**src/hw/rtl/pointer_event_translator_defines.svh**
```systemverilog
// Assertion helpers used by the pointer event translator source.
// Both sample on the rising edge of clk and are switched off while rst_n is low.
`ifndef POINTER_EVENT_TRANSLATOR_DEFINES_SVH
`define POINTER_EVENT_TRANSLATOR_DEFINES_SVH

// Consequent must hold in the same cycle as the antecedent.
`define PET_ASSERT_IMPL(label, ante, cons) \
  label: assert property (@(posedge clk) disable iff (!rst_n) (ante) |-> (cons)) \
    else $error("pointer event translator: same-cycle check failed");

// Consequent must hold in the cycle after the antecedent.
`define PET_ASSERT_NEXT(label, ante, cons) \
  label: assert property (@(posedge clk) disable iff (!rst_n) (ante) |=> (cons)) \
    else $error("pointer event translator: next-cycle check failed");

`endif

```
**src/hw/rtl/pet_pkg.sv**
```systemverilog
`timescale 1ns / 1ps

package pet_pkg;

  localparam int DIM_W       = 13;
  localparam int CFG_IDX_W   = 1;
  localparam int IN_TDATA_W  = 40;
  localparam int POS_W       = 16;
  localparam int BTN_W       = 8;
  localparam int LOW_BTN_W   = 3;
  localparam int WHEEL_W     = 2;
  localparam int KIND_W      = 2;

  localparam logic [DIM_W-1:0] WIDTH_RESET  = 13'd640;
  localparam logic [DIM_W-1:0] HEIGHT_RESET = 13'd480;

  localparam logic [CFG_IDX_W-1:0] REG_SCREEN_WIDTH  = 1'd0;
  localparam logic [CFG_IDX_W-1:0] REG_SCREEN_HEIGHT = 1'd1;

  localparam logic [BTN_W-1:0] BTN_KEEP_MASK = 8'hF9;
  localparam int BTN4_BIT = 3;
  localparam int BTN5_BIT = 4;

  localparam logic [WHEEL_W-1:0] WHEEL_NONE = 2'b00;
  localparam logic [WHEEL_W-1:0] WHEEL_UP   = 2'b11;
  localparam logic [WHEEL_W-1:0] WHEEL_DOWN = 2'b01;

  typedef enum logic [KIND_W-1:0] {
    KIND_MOVED = 2'd0,
    KIND_DOWN  = 2'd1,
    KIND_UP    = 2'd2,
    KIND_WHEEL = 2'd3
  } event_kind_t;

  typedef enum logic [1:0] {
    ST_IDLE,
    ST_DIVIDE,
    ST_MOTION,
    ST_WHEEL
  } state_t;

  typedef struct packed {
    logic busy;
    logic done;
  } div_stat_t;

endpackage

```
**src/hw/rtl/pointer_event_translator.sv**
```systemverilog
`timescale 1ns / 1ps
// Pointer event translator. One input word carries a pointer report (position and button
// mask); it yields up to two output words, a motion or button word and a wheel word, the
// final one flagged by out_tlast. The report is taken into the two bit-serial dividers,
// which form one quotient bit per cycle for x and y side by side; when they are done,
// the motion or button word and then the wheel word are loaded into the output register,
// each waiting while the output stalls. A new report is taken as soon as the last result
// has been loaded into the output register, or once the dividers are done if the report
// gives no word.

`include "pointer_event_translator_defines.svh"

module pointer_event_translator
  import pet_pkg::*;
#(
  parameter int COORD_BITS    = 16,
  parameter int FRACTION_BITS = 16,
  localparam int OUT_W        = 2 * (FRACTION_BITS + 1) + LOW_BTN_W + WHEEL_W,
  localparam int OUT_TDATA_W  = ((OUT_W + 7) / 8) * 8
) (
  input  logic                   clk,
  input  logic                   rst_n,
  input  logic                   in_tvalid,
  output logic                   in_tready,
  // pos_x, pos_y, button_mask
  input  logic [IN_TDATA_W-1:0]  in_tdata,
  output logic                   out_tvalid,
  input  logic                   out_tready,
  // abs_x, abs_y, pressed, wheel_delta, zero padding
  output logic [OUT_TDATA_W-1:0] out_tdata,
  // event_kind
  output logic [KIND_W-1:0]      out_tuser,
  output logic                   out_tlast,
  input  logic                   cfg_valid,
  output logic                   cfg_ready,
  input  logic [CFG_IDX_W-1:0]   cfg_index,
  input  logic [DIM_W-1:0]       cfg_data
);

  localparam int ABS_W = FRACTION_BITS + 1;
  localparam int PAD_W = OUT_TDATA_W - OUT_W;
  localparam int BODY_W = 2 * ABS_W + LOW_BTN_W;

  state_t state_r, state_nxt;

  logic [DIM_W-1:0]     width_r, height_r;
  logic [BTN_W-1:0]     prev_btn_r;
  logic [ABS_W-1:0]     prev_ax_r, prev_ay_r;
  event_kind_t          kind_r;
  logic [LOW_BTN_W-1:0] nb_r;
  logic [WHEEL_W-1:0]   wheel_r;
  logic                 move_only_r;
  logic                 motion_emit_r;

  logic                   out_tvalid_r;
  logic [OUT_TDATA_W-1:0] out_tdata_r;
  logic [KIND_W-1:0]      out_tuser_r;
  logic                   out_tlast_r;

  logic                 in_acc;
  logic                 out_free;
  logic [BTN_W-1:0]     raw;
  logic [BTN_W-1:0]     btn;
  logic [LOW_BTN_W-1:0] nb, ob;
  event_kind_t          kind;
  logic [WHEEL_W-1:0]   wheel;
  logic                 start;
  logic                 load_motion;
  logic                 load_wheel;
  div_stat_t            x_stat, y_stat;
  logic [ABS_W-1:0]     ax, ay;
  logic [BODY_W-1:0]    out_body;
  logic [WHEEL_W-1:0]   out_wheel;

  assign raw = in_tdata[2*POS_W +: BTN_W];

  always_comb begin
    btn    = raw & BTN_KEEP_MASK;
    btn[2] = raw[1];
    btn[1] = raw[2];
    nb     = btn[LOW_BTN_W-1:0];
    ob     = prev_btn_r[LOW_BTN_W-1:0];
    priority if (nb == '0 && ob != '0) begin
      kind = KIND_UP;
    end else if (nb != '0 && ob == '0) begin
      kind = KIND_DOWN;
    end else begin
      kind = KIND_MOVED;
    end
    priority if (!btn[BTN4_BIT] && prev_btn_r[BTN4_BIT]) begin
      wheel = WHEEL_UP;
    end else if (!btn[BTN5_BIT] && prev_btn_r[BTN5_BIT]) begin
      wheel = WHEEL_DOWN;
    end else begin
      wheel = WHEEL_NONE;
    end
  end

  assign in_tready = (state_r == ST_IDLE);
  assign in_acc    = in_tvalid && in_tready;
  assign out_free  = !out_tvalid_r || out_tready;
  assign cfg_ready = 1'b1;

  pet_div #(
    .COORD_BITS    (COORD_BITS),
    .FRACTION_BITS (FRACTION_BITS)
  ) u_div_x (
    .clk   (clk),
    .rst_n (rst_n),
    .start (start),
    .pos   (in_tdata[COORD_BITS-1:0]),
    .size  (width_r),
    .stat  (x_stat),
    .quot  (ax)
  );

  pet_div #(
    .COORD_BITS    (COORD_BITS),
    .FRACTION_BITS (FRACTION_BITS)
  ) u_div_y (
    .clk   (clk),
    .rst_n (rst_n),
    .start (start),
    .pos   (in_tdata[POS_W +: COORD_BITS]),
    .size  (height_r),
    .stat  (y_stat),
    .quot  (ay)
  );

  always_comb begin
    state_nxt   = state_r;
    start       = 1'b0;
    load_motion = 1'b0;
    load_wheel  = 1'b0;
    unique case (state_r)
      ST_IDLE: begin
        if (in_acc && width_r != '0) begin
          start     = 1'b1;
          state_nxt = ST_DIVIDE;
        end
      end
      ST_DIVIDE: begin
        if (x_stat.done) begin
          state_nxt = ST_MOTION;
        end
      end
      ST_MOTION: begin
        if (!motion_emit_r) begin
          state_nxt = (wheel_r != WHEEL_NONE) ? ST_WHEEL : ST_IDLE;
        end else if (out_free) begin
          load_motion = 1'b1;
          state_nxt   = (wheel_r != WHEEL_NONE) ? ST_WHEEL : ST_IDLE;
        end
      end
      ST_WHEEL: begin
        if (out_free) begin
          load_wheel = 1'b1;
          state_nxt  = ST_IDLE;
        end
      end
      default: state_nxt = ST_IDLE;
    endcase
  end

  always_ff @(posedge clk) begin
    if (!rst_n) begin
      state_r      <= ST_IDLE;
      width_r      <= WIDTH_RESET;
      height_r     <= HEIGHT_RESET;
      prev_btn_r   <= '0;
      prev_ax_r    <= '1;
      prev_ay_r    <= '1;
      out_tvalid_r <= 1'b0;
    end else begin
      state_r <= state_nxt;
      if (cfg_valid && cfg_ready) begin
        if (cfg_index == REG_SCREEN_WIDTH) begin
          width_r <= cfg_data;
        end
        if (cfg_index == REG_SCREEN_HEIGHT) begin
          height_r <= cfg_data;
        end
      end
      if (start) begin
        prev_btn_r <= btn;
      end
      if (state_r == ST_DIVIDE && x_stat.done) begin
        prev_ax_r <= ax;
        prev_ay_r <= ay;
      end
      if (load_motion || load_wheel) begin
        out_tvalid_r <= 1'b1;
      end else if (out_tready) begin
        out_tvalid_r <= 1'b0;
      end
    end
    if (start) begin
      kind_r      <= kind;
      nb_r        <= nb;
      wheel_r     <= wheel;
      move_only_r <= (kind == KIND_MOVED) && (nb == ob);
    end
    if (state_r == ST_DIVIDE && x_stat.done) begin
      motion_emit_r <= !move_only_r || (ax != prev_ax_r) || (ay != prev_ay_r);
    end
    if (load_motion) begin
      out_tdata_r <= {{PAD_W{1'b0}}, WHEEL_NONE, nb_r, ay, ax};
      out_tuser_r <= kind_r;
      out_tlast_r <= (wheel_r == WHEEL_NONE);
    end else if (load_wheel) begin
      out_tdata_r <= {{PAD_W{1'b0}}, wheel_r, {LOW_BTN_W{1'b0}}, {ABS_W{1'b0}}, {ABS_W{1'b0}}};
      out_tuser_r <= KIND_WHEEL;
      out_tlast_r <= 1'b1;
    end
  end

  assign out_tvalid = out_tvalid_r;
  assign out_tdata  = out_tdata_r;
  assign out_tuser  = out_tuser_r;
  assign out_tlast  = out_tlast_r;

  assign out_body  = out_tdata_r[BODY_W-1:0];
  assign out_wheel = out_tdata_r[BODY_W +: WHEEL_W];

  `PET_ASSERT_NEXT(a_div_started, in_tvalid && in_tready && width_r != '0, x_stat.busy)
  `PET_ASSERT_IMPL(a_div_lockstep, 1'b1, x_stat.done == y_stat.done && x_stat.busy == y_stat.busy)
  `PET_ASSERT_IMPL(a_wheel_word, out_tvalid && out_tuser == KIND_WHEEL, out_body == '0 && out_wheel != WHEEL_NONE && out_tlast)
  `PET_ASSERT_IMPL(a_motion_word, out_tvalid && out_tuser != KIND_WHEEL, out_wheel == WHEEL_NONE)

endmodule

```
**src/hw/rtl/pet_div.sv**
```systemverilog
`timescale 1ns / 1ps

module pet_div
  import pet_pkg::*;
#(
  parameter int COORD_BITS    = 16,
  parameter int FRACTION_BITS = 16
) (
  input  logic                     clk,
  input  logic                     rst_n,
  input  logic                     start,
  input  logic [COORD_BITS-1:0]    pos,
  input  logic [DIM_W-1:0]         size,
  output div_stat_t                stat,
  output logic [FRACTION_BITS:0]   quot
);

  localparam int N     = COORD_BITS + FRACTION_BITS;
  localparam int CNT_W = $clog2(N);
  localparam logic [FRACTION_BITS:0] ABS_ONE = {1'b1, {FRACTION_BITS{1'b0}}};

  logic                   busy_r, busy_nxt;
  logic                   done_r, done_nxt;
  logic [CNT_W-1:0]       cnt_r, cnt_nxt;
  logic [N-1:0]           dvd_r, dvd_nxt;
  logic [DIM_W-1:0]       rem_r, rem_nxt;
  logic [FRACTION_BITS:0] q_r, q_nxt;
  logic                   ovf_r, ovf_nxt;

  logic [DIM_W:0] trial;
  logic [DIM_W:0] diff;
  logic           ge;

  assign trial = {rem_r, dvd_r[N-1]};
  assign diff  = trial - {1'b0, size};
  assign ge    = trial >= {1'b0, size};

  always_comb begin
    busy_nxt = busy_r;
    done_nxt = 1'b0;
    cnt_nxt  = cnt_r;
    dvd_nxt  = dvd_r;
    rem_nxt  = rem_r;
    q_nxt    = q_r;
    ovf_nxt  = ovf_r;
    if (start) begin
      busy_nxt = 1'b1;
      cnt_nxt  = '0;
      dvd_nxt  = {pos, {FRACTION_BITS{1'b0}}};
      rem_nxt  = '0;
      q_nxt    = '0;
      ovf_nxt  = 1'b0;
    end else if (busy_r) begin
      dvd_nxt = {dvd_r[N-2:0], 1'b0};
      rem_nxt = ge ? diff[DIM_W-1:0] : trial[DIM_W-1:0];
      q_nxt   = {q_r[FRACTION_BITS-1:0], ge};
      ovf_nxt = ovf_r | q_r[FRACTION_BITS];
      cnt_nxt = cnt_r + 1'b1;
      if (cnt_r == CNT_W'(N - 1)) begin
        busy_nxt = 1'b0;
        done_nxt = 1'b1;
      end
    end
  end

  always_ff @(posedge clk) begin
    if (!rst_n) begin
      busy_r <= 1'b0;
      done_r <= 1'b0;
      cnt_r  <= '0;
    end else begin
      busy_r <= busy_nxt;
      done_r <= done_nxt;
      cnt_r  <= cnt_nxt;
    end
    dvd_r <= dvd_nxt;
    rem_r <= rem_nxt;
    q_r   <= q_nxt;
    ovf_r <= ovf_nxt;
  end

  // Quotients above one saturate to exactly one.
  assign quot = (ovf_r || (q_r[FRACTION_BITS] && (|q_r[FRACTION_BITS-1:0]))) ? ABS_ONE : q_r;
  assign stat.busy = busy_r;
  assign stat.done = done_r;

endmodule
```
**config.mk**
```make
export PLATFORM = sky130hd
export DESIGN_NAME = pointer_event_translator
export DESIGN_NICKNAME = d
export VERILOG_FILES = /design/src/hw/rtl/pet_pkg.sv /design/src/hw/rtl/pointer_event_translator.sv /design/src/hw/rtl/pet_div.sv
export VERILOG_INCLUDE_DIRS = /design/src /design/src/hw/rtl
export SDC_FILE = /design/constraint.sdc
export NUM_CORES = 1
export LEC_CHECK = 0
export ABC_AREA = 1
export BUFFER_PORTS_ARGS = -buffer_cell sky130_fd_sc_hd__buf_4
export CORE_MARGIN = 8
export CORE_UTILIZATION = 58
export CTS_BUF_LIST = sky130_fd_sc_hd__clkbuf_2
export CTS_CLUSTER_DIAMETER = 200
export DETAILED_ROUTE_END_ITERATION = 10
export GPL_ROUTABILITY_DRIVEN = 0
export HOLD_SLACK_MARGIN = 0.15
export PLACE_DENSITY = 0.79
export SYNTH_ARGS = -nofsm -noshare
export SYNTH_HDL_FRONTEND = slang
export SYNTH_SLANG_ARGS = --single-unit
```
**constraint.sdc**
```tcl
create_clock -name clk -period 4.9 [get_ports clk]
set_input_delay 0.98 -clock clk [delete_from_list [all_inputs] [get_ports clk]]
set_output_delay 0.98 -clock clk [all_outputs]
set_load 0.03 [all_outputs]
```
==> report_table.html <==
<table>
<tr><th>Metric</th><th>Value</th></tr>
<tr><th colspan="2">Run status</th></tr>
<tr><td>Outcome</td><td>completed</td></tr>
<tr><th colspan="2">Synthesis</th></tr>
<tr><td>FF+latch count, synth</td><td>226</td></tr>
<tr><td>Top FF cell, synth</td><td>sky130_fd_sc_hd__dfxtp_1</td></tr>
<tr><td>Total standard cell area after synthesis</td><td>0.0106 mm2</td></tr>
<tr><td>Number of instances in the synthesized netlist</td><td>1291</td></tr>
<tr><td>Share of Yosys cell area claimed by the top area cell type</td><td>0.275</td></tr>
<tr><td>Most area-consuming cells after synthesis</td><td>sky130_fd_sc_hd__dfxtp_1 (28%), sky130_fd_sc_hd__edfxtp_1 (23%), sky130_fd_sc_hd__nand2_1 (12%)</td></tr>
<tr><td>Net Count, Synth</td><td>1384</td></tr>
<tr><td>Ys Warns</td><td>0</td></tr>
<tr><td>Average cell area after synthesis</td><td>8.17 um2</td></tr>
<tr><td>Synth area leader</td><td>sky130_fd_sc_hd__dfxtp_1</td></tr>
<tr><td>Distinct cells, synth</td><td>49</td></tr>
<tr><td>Number of enable flip-flop cells after synthesis</td><td>81</td></tr>
<tr><td>Share of async-settable or async-resettable flops after synthesis</td><td>0</td></tr>
<tr><td>Sequential area share after synthesis</td><td>0.506</td></tr>
<tr><th colspan="2">Routing</th></tr>
<tr><td>Post-route DRC</td><td>0</td></tr>
<tr><td>Residual antenna-violating net count after detailed routing</td><td>0</td></tr>
<tr><td>1st-iter DRT viols</td><td>568</td></tr>
<tr><td>Routed wire length per instance</td><td>13.8 um</td></tr>
<tr><td>First drt pass iteration count</td><td>5</td></tr>
<tr><td>Final wirelength</td><td>23100 um</td></tr>
<tr><td>Detail-routed via count per cell</td><td>5.26</td></tr>
<tr><td>Total vias in the final route</td><td>8773</td></tr>
<tr><th colspan="2">GRT</th></tr>
<tr><td>Largest net degree at the start of global routing</td><td>69</td></tr>
<tr><td>Vias in the first global route</td><td>8302</td></tr>
<tr><td>Remaining global-route overflow</td><td>0</td></tr>
<tr><td>Combined global-route utilization of all metal layers</td><td>0.199</td></tr>
<tr><td>Wire length of the first global-routing pass</td><td>37600 um</td></tr>
<tr><td>Initial antenna violation count</td><td>1</td></tr>
<tr><th colspan="2">Clock tree</th></tr>
<tr><td>Clk sinks</td><td>226</td></tr>
<tr><td>Worst-Skew Late Latency</td><td>0.82 ns</td></tr>
<tr><td>CTS tree</td><td>yes</td></tr>
<tr><td>Clock root cell</td><td>sky130_fd_sc_hd__clkbuf_2</td></tr>
<tr><td>Setup fix buffers added after clock tree synthesis</td><td>0</td></tr>
<tr><td>H-tree depth</td><td>2</td></tr>
<tr><td>Clock slew at the register clock pins of the worst setup and hold paths</td><td>0.12 ns</td></tr>
<tr><td>Inserted Clock Buffers</td><td>54</td></tr>
<tr><td>Count of hold buffers inserted by post-cts repair</td><td>0</td></tr>
<tr><td>Maximum buffer depth of the clock tree</td><td>3</td></tr>
<tr><td>Cells resized by post-CTS repair</td><td>0</td></tr>
<tr><th colspan="2">Critical path</th></tr>
<tr><td>Cell-by-cell trace of the critical path</td><td>clkinv_1, nand2_1, buf_4, inv_1, nand2_1, o21ai_0</td></tr>
<tr><td>Setup slack of the worst register-to-register path</td><td>2.13 ns</td></tr>
<tr><td>Startpoint of the most critical register-to-register path</td><td>u_div_y.busy_r</td></tr>
<tr><td>Worst R2R Path Depth</td><td>6</td></tr>
<tr><td>Critical-path maximum fanout</td><td>18</td></tr>
<tr><td>Critical path's largest stage delay</td><td>0.74 ns</td></tr>
<tr><td>Worst r2r dst</td><td>u_div_y.q_r[16]</td></tr>
<tr><td>Critical Path AT</td><td>3.45 ns</td></tr>
<tr><td>Top cell family by delay on the critical path</td><td>buffers and inverters</td></tr>
<tr><td>Data required time at the worst endpoint</td><td>5.58 ns</td></tr>
<tr><td>Most frequent CP cell</td><td>sky130_fd_sc_hd__nand2_1</td></tr>
<tr><td>Total buffers and inverters traversed by the critical path</td><td>3</td></tr>
<tr><td>Max stage delay cell, worst path</td><td>sky130_fd_sc_hd__dfxtp_1</td></tr>
<tr><td>Crit path launch type</td><td>register</td></tr>
<tr><td>Worst Path Class, Setup</td><td>register to register</td></tr>
<tr><td>Kind of end point of the critical path</td><td>register</td></tr>
<tr><th colspan="2">STA</th></tr>
<tr><td>Post-route clock period utilization</td><td>0.565</td></tr>
<tr><td>Final critical path time including I/O delays and setup</td><td>2.77 ns</td></tr>
<tr><td>Fmax</td><td>361 MHz</td></tr>
<tr><td>Final setup violating endpoints</td><td>0</td></tr>
<tr><td>Final Hold Vio Count</td><td>0</td></tr>
<tr><td>Largest clock skew in the final design</td><td>0.0388 ns</td></tr>
<tr><td>Final TNS setup</td><td>0 ns</td></tr>
<tr><td>Number of pins exceeding their max-slew limit in the final report</td><td>0</td></tr>
<tr><td>Rel. slew slack</td><td>0.209</td></tr>
<tr><td>Worst Max-Slew Pin Slew</td><td>1.19 ns</td></tr>
<tr><td>Setup repair after global routing missed its margin</td><td>no</td></tr>
<tr><th colspan="2">Floorplanning</th></tr>
<tr><td>Chip height</td><td>151 um</td></tr>
<tr><td>Chip width</td><td>151 um</td></tr>
<tr><td>Core footprint</td><td>0.0179 mm2</td></tr>
<tr><td>Initial cell density of the core</td><td>0.589</td></tr>
<tr><td>Number of I/O pins</td><td>105</td></tr>
<tr><td>FP Rows</td><td>49</td></tr>
<tr><td>Area of the die</td><td>0.0228 mm2</td></tr>
<tr><th colspan="2">Finish</th></tr>
<tr><td>Fill count</td><td>1512</td></tr>
<tr><td>Cell Count, Final, Fillers Out</td><td>1667</td></tr>
<tr><td>Nets</td><td>1491</td></tr>
<tr><td>Area Overhead vs Synth</td><td>12.3%</td></tr>
<tr><td>Share of layout cells above drive strength 1</td><td>0.147</td></tr>
<tr><th colspan="2">Hold path</th></tr>
<tr><td>Class of the tightest hold or removal check</td><td>primary input to register</td></tr>
<tr><td>Startpoint of the tightest hold check path</td><td>in_tdata[32]</td></tr>
<tr><td>Worst Hold End</td><td>nb_r[0]</td></tr>
<tr><td>Worst Hold Depth</td><td>1</td></tr>
<tr><th colspan="2">Placed design</th></tr>
<tr><td># placed instances</td><td>1571</td></tr>
<tr><td>Post-DP HPWL</td><td>16400 um</td></tr>
<tr><td># port buffers</td><td>99</td></tr>
<tr><th colspan="2">Pwr</th></tr>
<tr><td>Largest vdd supply drop</td><td>0.239 mV</td></tr>
<tr><td>Reported leakage power</td><td>5.29 nW</td></tr>
<tr><td>Ratio of total power to cell area</td><td>479 mW/mm2</td></tr>
<tr><th colspan="2">Job</th></tr>
<tr><td>Max Cap Violations</td><td>0</td></tr>
</table>
[final cells by class]
type	count	area (um2)	area share
Antenna cell	1	2.50	0.000211
Inverter	148	556	0.0469
Clock inverter	20	111	0.00940
Tap cell	229	287	0.0242
Sequential cell	226	5340	0.450
Timing Repair Buffer	105	788	0.0665
Clock buffer	75	375	0.0317
Multi-Input combinational cell	863	4400	0.371
[state kept, by name, indices dropped and copies added (netlist names), 16 cells and up]
| register | count |
|---|---|
| out_tdata | 39 |
| prev_ax_r | 17 |
| prev_ay_r | 17 |
| u_div_x.q_r | 17 |
| u_div_y.q_r | 17 |
| u_div_x.dvd_r | 16 |
| u_div_y.dvd_r | 16 |
[cells in the final DEF (no fill, tap or decap), types with 32 or more instances in the layout]
cell | netlist | final
sky130_fd_sc_hd__nand2_1 | 334 | 334
sky130_fd_sc_hd__dfxtp_1 | 145 | 145
sky130_fd_sc_hd__inv_1 | 141 | 141
sky130_fd_sc_hd__nor2_1 | 123 | 122
sky130_fd_sc_hd__buf_4 | 5 | 105
sky130_fd_sc_hd__a21oi_1 | 88 | 88
sky130_fd_sc_hd__edfxtp_1 | 81 | 81
sky130_fd_sc_hd__clkbuf_2 | 0 | 75
sky130_fd_sc_hd__o21ai_0 | 74 | 74
sky130_fd_sc_hd__nand3_1 | 56 | 56
sky130_fd_sc_hd__o22ai_1 | 32 | 32
sky130_fd_sc_hd__ha_1 | 32 | 32
[stage by stage]
stage | util | instance area (um2) | power [mW] | hold slack [ns] | setup WS, ns
finish | 0.662 | 11900 | 5.68 | 0.382 | 2.13
floorplan | - | 10600 | 4.06 | 0.430 | 1.71
global route | 0.662 | 11900 | 6.08 | 0.305 | 1.91
global placement | 0.635 | 11400 | 4.45 | 0.453 | 2.03
CTS | 0.662 | 11800 | 5.71 | 0.292 | 2.15
detailed placement | 0.635 | 11400 | 4.50 | 0.463 | 1.93
[cell families after synthesis]
group	after synthesis	synth area share
AND/OR/NAND/NOR	558	0.219
AO/OA/AOI/OAI	244	0.134
flip-flops	226	0.506
buffers and inverters	202	0.0783
adder cells (fa/ha/maj)	34	0.0417
XOR/XNOR	25	0.0208
other	2	0.000712
[layer usage]
metal	global-route usage	routed length [um]	vias to the layer above
met5	0	0	-
met2	0.336	11100	250
met3	0.0442	1350	41
met1	0.244	10200	3981
met4	0.0782	484	0
li1	-	-	4501
[report_power, final]
| group | internal [mW] | switching [mW] |
|---|---|---|
| Clock | 0.469 | 0.739 |
| Combinational | 0.671 | 1.23 |
| Sequential | 2.37 | 0.203 |
[cell usage after synthesis (4+ instances only)]
| master | n |
|---|---|
| sky130_fd_sc_hd__nand2_1 | 334 |
| sky130_fd_sc_hd__dfxtp_1 | 145 |
| sky130_fd_sc_hd__inv_1 | 141 |
| sky130_fd_sc_hd__nor2_1 | 123 |
| sky130_fd_sc_hd__a21oi_1 | 88 |
| sky130_fd_sc_hd__edfxtp_1 | 81 |
| sky130_fd_sc_hd__o21ai_0 | 74 |
| sky130_fd_sc_hd__nand3_1 | 56 |
| sky130_fd_sc_hd__ha_1 | 32 |
| sky130_fd_sc_hd__o22ai_1 | 32 |
| sky130_fd_sc_hd__clkbuf_1 | 30 |
| sky130_fd_sc_hd__xor2_1 | 19 |
| sky130_fd_sc_hd__a31oi_1 | 16 |
| sky130_fd_sc_hd__buf_2 | 15 |
| sky130_fd_sc_hd__o211ai_1 | 15 |
| sky130_fd_sc_hd__nand3b_1 | 13 |
| sky130_fd_sc_hd__nor3_1 | 9 |
| sky130_fd_sc_hd__xnor2_1 | 6 |
| sky130_fd_sc_hd__buf_4 | 5 |
| sky130_fd_sc_hd__nand4_1 | 5 |
| sky130_fd_sc_hd__buf_6 | 4 |
| sky130_fd_sc_hd__clkinv_1 | 4 |
| sky130_fd_sc_hd__nor4_1 | 4 |
| sky130_fd_sc_hd__or2_2 | 4 |
[how the worst max path moves through the flow]
stage                          startpoint  cells past startpoint         endpoint
after floorplan                out_tready                      2     out_tdata[0]
after global placement              rst_n                      4    prev_ay_r[11]
after detailed placement            rst_n                      4     prev_ay_r[1]
after CTS                      state_r[0]                      2        in_tready
after global routing      u_div_y.q_r[11]                     12    motion_emit_r
final                      u_div_y.busy_r                      6  u_div_y.q_r[16]
Note: power is estimated with default switching activity, not from simulation.
